===== src/rtl/gplm_pkg.sv =====
package gplm_pkg;

  localparam int MAX_KEYS_DEF = 128;
  localparam int TABLE_SIZE = 256;

  localparam logic [1:0] OP_KEY   = 2'd0;
  localparam logic [1:0] OP_BUILD = 2'd1;
  localparam logic [1:0] OP_MAP   = 2'd2;

  localparam logic CFG_LOW  = 1'b0;
  localparam logic CFG_HIGH = 1'b1;

  localparam logic [6:0] LOW_RESET  = 7'd10;
  localparam logic [6:0] HIGH_RESET = 7'd100;

  // interpolation: dividend 2*num+D < 2^17, divisor 2*D < 2^9
  localparam int DIV_NW = 17;
  localparam int DIV_DW = 9;

  typedef struct packed {
    logic capture;
    logic key_write;
    logic k_clear;
    logic k_inc;
    logic lvl_save;
    logic seg_load_a;
    logic seg_load_b;
    logic seg_shift;
    logic ent_mul;
    logic div_blend;
    logic i_inc;
    logic g_write;
    logic map_setup;
    logic map_take;
    logic set_bad;
    logic out_load;
  } dp_cmd_t;

  typedef struct packed {
    logic [1:0] op;
    logic       count_bad;
    logic       lvl_ok;
    logic       k_last;
    logic       i_last;
    logic       div_busy;
    logic       map_direct;
  } dp_sts_t;

endpackage


===== src/rtl/gplm_ctrl.sv =====
module gplm_ctrl (
  input  logic              clk,
  input  logic              rst,
  input  logic              in_valid,
  output logic              in_ready,
  output logic              out_valid,
  input  logic              out_ready,
  output gplm_pkg::dp_cmd_t cmd,
  input  gplm_pkg::dp_sts_t sts
);
  import gplm_pkg::*;

  typedef enum logic [4:0] {
    S_IDLE, S_DISPATCH, S_V_WAIT, S_V_CHECK, S_A_WAIT, S_A_LOAD, S_B_WAIT, S_B_LOAD,
    S_E_MUL, S_E_DIV, S_E_WAIT, S_E_WRITE, S_M_SETUP, S_M_WAIT, S_M_READ, S_DONE
  } state_t;

  state_t state, state_next;

  assign in_ready = (state == S_IDLE);

  always_comb begin
    cmd = '0;
    state_next = state;
    case (state)
      S_IDLE: begin
        if (in_valid) begin
          cmd.capture = 1'b1;
          state_next = S_DISPATCH;
        end
      end
      S_DISPATCH: begin
        case (sts.op)
          OP_KEY: begin
            cmd.key_write = 1'b1;
            state_next = S_DONE;
          end
          OP_BUILD: begin
            if (sts.count_bad) begin
              cmd.set_bad = 1'b1;
              state_next = S_DONE;
            end else begin
              cmd.k_clear = 1'b1;
              state_next = S_V_WAIT;
            end
          end
          OP_MAP: state_next = S_M_SETUP;
          default: state_next = S_DONE;
        endcase
      end
      S_V_WAIT: state_next = S_V_CHECK;
      S_V_CHECK: begin
        if (!sts.lvl_ok) begin
          cmd.set_bad = 1'b1;
          state_next = S_DONE;
        end else begin
          cmd.lvl_save = 1'b1;
          if (sts.k_last) begin
            cmd.k_clear = 1'b1;
            state_next = S_A_WAIT;
          end else begin
            cmd.k_inc = 1'b1;
            state_next = S_V_WAIT;
          end
        end
      end
      S_A_WAIT: state_next = S_A_LOAD;
      S_A_LOAD: begin
        cmd.seg_load_a = 1'b1;
        cmd.k_inc = 1'b1;
        state_next = S_B_WAIT;
      end
      S_B_WAIT: state_next = S_B_LOAD;
      S_B_LOAD: begin
        cmd.seg_load_b = 1'b1;
        state_next = S_E_MUL;
      end
      S_E_MUL: begin
        cmd.ent_mul = 1'b1;
        state_next = S_E_DIV;
      end
      S_E_DIV: begin
        cmd.div_blend = 1'b1;
        state_next = S_E_WAIT;
      end
      S_E_WAIT: begin
        if (!sts.div_busy) state_next = S_E_WRITE;
      end
      S_E_WRITE: begin
        cmd.g_write = 1'b1;
        if (!sts.i_last) begin
          cmd.i_inc = 1'b1;
          state_next = S_E_MUL;
        end else if (sts.k_last) begin
          state_next = S_DONE;
        end else begin
          cmd.seg_shift = 1'b1;
          cmd.k_inc = 1'b1;
          state_next = S_B_WAIT;
        end
      end
      S_M_SETUP: begin
        cmd.map_setup = 1'b1;
        state_next = sts.map_direct ? S_M_READ : S_M_WAIT;
      end
      S_M_WAIT: begin
        if (!sts.div_busy) begin
          cmd.map_take = 1'b1;
          state_next = S_M_READ;
        end
      end
      S_M_READ: state_next = S_DONE;
      S_DONE: begin
        if (!out_valid || out_ready) begin
          cmd.out_load = 1'b1;
          state_next = S_IDLE;
        end
      end
      default: state_next = S_IDLE;
    endcase
  end

  always_ff @(posedge clk) begin
    if (rst) begin
      state <= S_IDLE;
      out_valid <= 1'b0;
    end else begin
      state <= state_next;
      if (cmd.out_load) out_valid <= 1'b1;
      else if (out_ready) out_valid <= 1'b0;
    end
  end
endmodule


===== config.mk =====
export PLATFORM = sky130hd
export DESIGN_NAME = gplm_ctrl
export DESIGN_NICKNAME = d
export VERILOG_FILES = /design/src/rtl/gplm_pkg.sv /design/src/rtl/gplm_ctrl.sv
export SDC_FILE = /design/constraint.sdc
export NUM_CORES = 1
export LEC_CHECK = 0
export BUFFER_PORTS_ARGS = -buffer_cell sky130_fd_sc_hd__buf_4
export CORE_MARGIN = 8
export CORE_UTILIZATION = 40
export CTS_BUF_LIST = sky130_fd_sc_hd__clkbuf_8
export DETAILED_ROUTE_END_ITERATION = 12
export PLACE_DENSITY = 0.72
export RECOVER_POWER = 25
export REMOVE_ABC_BUFFERS = 1
export SYNTH_ARGS = -nofsm -noshare
export SYNTH_HDL_FRONTEND = slang
export SYNTH_SLANG_ARGS = --single-unit

===== constraint.sdc =====
create_clock -name clk -period 1.2 [get_ports clk]
set_input_delay 0.12 -clock clk [delete_from_list [all_inputs] [get_ports clk]]
set_output_delay 0.12 -clock clk [all_outputs]
set_load 0.03 [all_outputs]

# Word-level counts from Yosys, hierarchy flattened
# Cells that the tools add are included.
word_totals:
  mem_bits_ro: 0
  latchBits: 0
  wordCells: 72
  ff_bits: 6
  memories: 0
  ram_bits: 0
op_classes:
  bitwise_logic: 0
  add_sub_neg: 0
  n_div: 0
  order_cmp: 0
  muxes: 43
  n_eq_ne: 21
  reduce_logical: 6
  mul: 0
  n_shift: 0
ops:
  columns: ["cell", "count"]
  rows:
  - ["$pmux W5 S16", 1]
  - ["$eq A5 B4 Y1 const B", 8]
  - ["$mux W5", 6]
  - ["$mux W1", 26]
  - ["$eq A5 B3 Y1 const B", 4]
  - ["$eq A5 B2 Y1 const B", 2]
  - ["$pmux W5 S2", 1]
  - ["$mux W4", 2]
  - ["$ne A2 B2 Y1 const B", 4]
  - ["$mux W3", 2]
  - ["$eq A5 B1 Y1 const B", 1]
  - ["$logic_not A5 Y1", 1]
  - ["$mux W2", 2]
  - ["$pmux W1 S2", 2]
  - ["$reduce_and A4 Y1", 1]
  - ["$pmux W1 S3", 1]
  - ["$eq A2 B1 Y1 const B", 1]
  - ["$eq A2 B2 Y1 const B", 1]
  - ["$logic_not A2 Y1", 1]
  - ["$reduce_bool A2 Y1", 1]
  - ["$logic_not A1 Y1", 1]
  - ["$logic_or A1 B1 Y1", 1]

# Longest topological paths before layout
# Gate-level depths: netlist of run 1.
depth:
  depth_word: 5
  mapped_depth: 6

# Worst setup path after synthesis of run 1
# No wires, ideal clock.
synth_timing:
  path_kind: "reg-to-output"
  startpoint: "register state[0]"
  endpoint: "output cmd[15] (netlist name)"
  stages_incl_launch_ff: 5
  required_ns: 1.080
  t_arrival_ns: 2.075
  path_buffers: 2
  path_slack_ns: -0.995
  cell_sequence: "dfxtp_1 > buf_4 > buf_2 > nor4_1 > and2_1"
synth_rtl:
  columns: ["item", "line_no", "text"]
  rows:
  - ["start: declaration", "gplm_ctrl.sv:18", "state_t state, state_next;"]
  - ["start signal: assignment", "gplm_ctrl.sv:128", "state <= state_next;"]
  - ["end: declaration", "gplm_ctrl.sv:8", "output gplm_pkg::dp_cmd_t cmd,"]

==> flow_summary.ini, run 1 <==
[power_and_ir_drop]
ir_worst_vdd_v = 0.001922
internal_power_mw = 1.790
switchingPower_mw = 1.652
p_sw_share_pct = 48.00
clock_power_share_pct = 9.1
p_comb_share_pct = 79.0
p_leak_nw = 0.6396
power_density_mw_per_mm2 = 2343
pwr-share-seq_pct = 11.9
design_power_total_mw = 3.442

[layout]
layout_common_cells = buf_4 (42), buf_6 (20)
nets = 171
n_antenna_cell = 0
fillers = 80
design_area_mm2 = 0.001469
final_common_cell = buf_4
drive_gt1_share_pct = 68.39
areaGrowthSynthToFinish_pct = 112.7
fin_util_pct = 87.94

[critical_path]
cp-start-kind = flop
critPathSlowestCell = dfxtp_4
cpLargestDelayFamily = simple AND/OR/NAND/NOR gates
path_class = flop to output pin
required_ps = 1080
cp_max_fo = 6
crit_path_cell_trace = buf_6 -> nor4_4 -> and2_1 -> buf_6
cp_common_cell = buf_6
critical_path_buf_inv_count = 2
arrival_ps = 1430
end_kind = output pin
slowest_delay_ps = 360

[outcome]
status = complete, but fails checks
violations = setup timing

[timing]
slew_viol_final = 0
finalSetupViolations = 22
tightest_slew_ps = 376.3
finalHoldViolations = 0
rsz0062_at_grt = yes
post-route-min-period_ps = 1552
fmax_mhz = 644.1
clock_skew_ps = 2.437
slew_headroom_pct = 74.86
min_period_over_period_pct = 129.4
fin_ws_ps = -352.5

[cts]
cts_buffer_depth = 2
h-tree-depth = 1
cts_num_sinks = 5
postCtsHoldBufs = 0
cts_buffers = 3
path_clk_slew_ps = 40
cts_tree = built
cts_root_buf = clkbuf_8
clock_latency_ps = 220

[synth]
synth-edff-count = 0
avgSynthCellArea_um2 = 7.270
syn-cell-area_um2 = 690.7
post_synth_num_cell_types = 39
yosysWarnings = 0
yosysSeqAreaShare_pct = 14.49
postSynth.asyncResetShare_pct = 0
synth_cells = 95
ys_seq_elements = 5
synth_ff_type = dfxtp_1

[place]
numPortBuffers = 29
place_ws_ps = -251.9
dp_hpwl_mm = 1.937
placed_area_mm2 = 0.001042
gp_congestion = 0.8820

[floorplan]
rows = 15
dieWidth_um = 57.56
io_pins = 30
die-area_mm2 = 0.003313
start_util_pct = 41.35
die_h_um = 57.56
core_area_mm2 = 0.001670

[detailed_routing]
num_vias = 1120
drt-total-wl_mm = 4.042
wl_per_cell_um = 23.50
drc = 0
dr.pass1.iters = 4
ant_nets = 0
dr.first_iter.drc_count = 75
viasPerCell = 6.512

[grt]
grt_pass1_vias = 1069
grt_pass1_wl_mm = 5.188
grt.overflow.total = 0
grt_max_degree = 9
antenna_found_initial = 0
gr-usage-all-layers_pct = 19.61

[min_path]
min_path_type = input pin to flop

[flow_run]
cap_violations = 0
==> area by class of cell <==
cell class / instances / area (um2) / share of cell area, %
inverters: 5 / 21.27 / 1.448
well taps: 17 / 21.27 / 1.448
clock inverters: 1 / 3.754 / 0.2555
flip-flops and latches: 5 / 112.6 / 7.666
repair buffers: 64 / 564.3 / 38.42
multi-input cells: 77 / 704.4 / 47.96
clock buffers: 3 / 41.29 / 2.811
==> stage by stage <==
| step | cells | hold slack [ps] | setup TNS [ps] |
|---|---|---|---|
| after floorplan | 87 | 192.4 | -6295 |
| after global placement | 155 | 308.5 | -1160 |
| after detailed placement | 155 | 321.1 | -1751 |
| after CTS | 168 | 108.4 | -2830 |
| after global routing | 172 | 136.7 | -5360 |
| final | 172 | 141.1 | -4752 |
==> repair_timing <==
action                     CTS  global route
gates resized for setup     45            23
pin swaps                   15             9
buffers inserted             9             5
setup endpoints to repair   21            22
==> sequential cells by signal, indices dropped and copies added (netlist names) <==
signal / count
out_valid: 1
state: 4
==> final timing paths <==
kind / start / cells past startpoint / end / slack (ps)
worst max-delay path: state[0] / 4 / cmd[15] / -350
worst min-delay path: rst / 2 / out_valid / 140
worst max register to register: state[1] / 6 / state[3] / -250
worst min register to register: state[3] / 2 / out_valid / 750
==> Yosys cell counts, types with 2 or more instances <==
| cell | n | share of area [%] |
|---|---|---|
| nor3b_1 | 2 | 2.2 |
| ha_1 | 3 | 5.4 |
| nor3_1 | 8 | 5.8 |
| a211oi_1 | 2 | 2.2 |
| nand2_1 | 6 | 3.3 |
| buf_2 | 4 | 2.9 |
| inv_1 | 5 | 2.7 |
| and3_1 | 2 | 1.8 |
| nor2b_1 | 5 | 4.5 |
| a21oi_1 | 3 | 2.2 |
| nor2_1 | 10 | 5.4 |
| and2_1 | 3 | 2.7 |
| and2b_1 | 2 | 2.2 |
| nor4_1 | 2 | 1.8 |
| a31oi_1 | 4 | 3.6 |
| dfxtp_1 | 5 | 14 |
| o22ai_1 | 3 | 2.7 |
| nand2b_1 | 4 | 3.6 |
| buf_6 | 2 | 3.3 |
==> per-layer routing <==
metal | share of wire (%) | vias to the layer above | GRT usage, %
li1 | - | 468 | -
met1 | 35 | 531 | 18.92
met2 | 49 | 97 | 36.98
met3 | 11 | 24 | 6.726
met4 | 5.1 | 0 | 7.500
met5 | 0 | - | 0
==> power groups by stage <==
stage | clock (mW) | sequential [mW] | combinational [mW]
2_1_floorplan | 0 | 0.427 | 0.756
3_3_place_gp | 0 | 0.325 | 1.63
3_5_place_dp | 0 | 0.331 | 1.63
4_1_cts | 0.304 | 0.386 | 2.21
5_1_grt | 0.325 | 0.407 | 2.81
6_report | 0.313 | 0.409 | 2.72
==> logic make-up after synthesis <==
kind of cell    Yosys count  synth area share (%)
compound gates           26                 30.62
simple gates             48                 37.32
fa+ha+maj                 3                 5.435
flops                     5                 14.49
buf+inv                  13                 12.14
(Power assumes the default switching activity.)
==> run 2, diff against run 1 <==
--- a/config.mk
+++ b/config.mk
@@ -6,12 +6,13 @@
 export NUM_CORES = 1
 export LEC_CHECK = 0
 export BUFFER_PORTS_ARGS = -buffer_cell sky130_fd_sc_hd__buf_4
+export CELL_PAD_IN_SITES_DETAIL_PLACEMENT = 0
+export CELL_PAD_IN_SITES_GLOBAL_PLACEMENT = 1
 export CORE_MARGIN = 8
-export CORE_UTILIZATION = 40
+export CORE_UTILIZATION = 30
 export CTS_BUF_LIST = sky130_fd_sc_hd__clkbuf_8
 export DETAILED_ROUTE_END_ITERATION = 12
-export PLACE_DENSITY = 0.72
-export RECOVER_POWER = 25
+export PLACE_DENSITY_LB_ADDON = 0.1
 export REMOVE_ABC_BUFFERS = 1
 export SYNTH_ARGS = -nofsm -noshare
 export SYNTH_HDL_FRONTEND = slang
==> run 2 against run 1 <==
Clock power about the same; critical path depth increased by 1; global-route usage decreased by 6.5 points; critical endpoint is now cmd[12]; count of clock-buffer cells in the layout unchanged; largest power group unchanged; utilization decreased by 18 points; the flow still finishes with violations (setup timing); register-to-register slack improved by 110 ps; flip-flop and latch count unchanged; maximum frequency increased by 5.1%; worst setup slack improved by 75 ps; first-iteration DRC count decreased by 68%; combinational power decreased by 2%.
==> flow_summary.ini, run 2 (synthesized netlist as in run 1, its figures left out) <==
[outcome]
status = complete, but fails checks
violations = setup timing

[critical_path]
path_class = flop to output pin
reg2reg_slack_ps = -140
r2r-end = state[1]
crit_start = state[3]
arrival_ps = 1360
crit_path_cell_trace = buf_6 -> buf_6 -> nand2b_4 -> o22ai_1 -> buf_4
critPathSlowestCell = dfxtp_4
cpLargestDelayFamily = buffers and inverters
cp_max_fo = 5
end_kind = output pin
worst_r2r_path_depth = 5
slowest_delay_ps = 350
cp_common_cell = buf_6
crit_cells = 5
required_ps = 1080
cp-start-kind = flop
crit-reg2reg-launch = state[1]
critical_path_buf_inv_count = 3

[detailed_routing]
viasPerCell = 5.306
wl_per_cell_um = 15.66
num_vias = 971
dr.first_iter.drc_count = 24
dr.pass1.iters = 4
ant_nets = 0
drc = 0
drt-total-wl_mm = 2.866

[cts]
postCtsHoldBufs = 0
clock_latency_ps = 230
cts_num_sinks = 5
cts_root_buf = clkbuf_8
cts_tree = built
cts_buffer_depth = 2
cts_buffers = 3
path_clk_slew_ps = 40
h-tree-depth = 1

[place]
placed_area_mm2 = 0.001086
place_ws_ps = -240.7
gp_congestion = 0.8004
numPortBuffers = 29
dp_hpwl_mm = 1.967

[timing]
min_period_over_period_pct = 123.1
tightest_slew_ps = 361.7
finalHoldViolations = 0
slew_viol_final = 0
post-route-min-period_ps = 1477
hold_slack_ps = 90.41
slew_headroom_pct = 75.27
rsz0062_at_grt = yes
fmax_mhz = 676.8
fin_ws_ps = -277.5
finalSetupViolations = 21
clock_skew_ps = 0.4200

[power_and_ir_drop]
power_density_mw_per_mm2 = 2196
pwr-share-seq_pct = 11.1
switchingPower_mw = 1.561
p_sw_share_pct = 46.58
internal_power_mw = 1.790
p_leak_nw = 0.6605
ir_worst_vdd_v = 0.001275
clock_power_share_pct = 9.3
p_comb_share_pct = 79.6

[grt]
grt_pass1_wl_mm = 4.429
grt_max_degree = 8
gr-usage-all-layers_pct = 13.09
grt_pass1_vias = 1004
antenna_found_initial = 0
grt.overflow.total = 0

[layout]
fin_util_pct = 69.67
drive_gt1_share_pct = 65.16
n_antenna_cell = 0
top_register = state
layout_common_cells = buf_4 (42), buf_6 (20), inv_1 (6)
fillers = 175
areaGrowthSynthToFinish_pct = 121.0
reg_top3 = state (4), out_valid (1)
nets = 171
design_area_mm2 = 0.001526
final_common_cell = buf_4
largest_reg_flops = 4

[min_path]
min_path_type = input pin to flop
holdCritStartpoint = rst
hold_path_end = out_valid
whs_path_depth = 2

[floorplan]
die_h_um = 63.98
dieWidth_um = 63.98
start_util_pct = 31.52
rows = 17
die-area_mm2 = 0.004093
io_pins = 30
core_area_mm2 = 0.002191

[flow_run]
cap_violations = 0
==> run 2: cell types whose count changed in the layout (fill, tap and decap cells not counted), sizes merged <==
cell,change
clkbuf,-1
buf,+1
==> run 2: how the worst max path moves through the flow <==
stage / end
after floorplan: cmd[15]
after global placement: state[3]
after detailed placement: state[1]
final: cmd[12]
after global routing: cmd[12]
after CTS: cmd[8]
==> run 2: repair_timing <==
item | 4_1_cts | 5_1_grt
setup buffers | 11 | 0
pin swaps | 12 | 9
setup endpoints to repair | 21 | 21
gates cloned | 0 | 0
gates resized for setup | 38 | 34
==> run 2: final cells by class <==
cell class	count	area (um2)	share of cell area (%)
Timing Repair Buffer	64	575.6	37.71
Sequential cell	5	112.6	7.377
Clock inverter	1	3.754	0.2459
Inverter	5	18.77	1.230
Clock buffer	3	41.29	2.705
Tap cell	28	35.03	2.295
Multi-Input combinational cell	77	739.5	48.44
==> run 2: layer usage <==
metal  up-vias  track usage, %  routed length [um]
met3         5           3.833                 153
li1        475               -                   -
met1       463           13.07                1112
met2        28           23.46                1550
met5         -               0                   0
met4         0           7.799                  51
==> run 2: worst reg2reg max path, delay by kind of cell, from the launching register on <==
kind / cells / cell delay [ps]
flops: 1 / 360
buf+inv: 1 / 170
simple gates: 1 / 150
compound gates: 3 / 520
==> run 2: power by group through the flow <==
stage          Combinational, mW  Sequential (mW)  Clock (mW)
6_report                    2.67            0.371       0.313
5_1_grt                     2.80            0.386       0.331
4_1_cts                     2.36            0.345       0.315
3_5_place_dp                1.76            0.309           0
3_3_place_gp                1.77            0.309           0
2_1_floorplan              0.756            0.427           0
==> run 2: through the flow <==
stage               setup TNS, ps  total power [mW]  cells
finish                      -3077             3.352    183
global route                -4049             3.519    183
CTS                         -3306             3.024    184
detailed placement          -1807             2.074    170
global placement            -1370             2.075    170
floorplan                   -6295             1.183     87
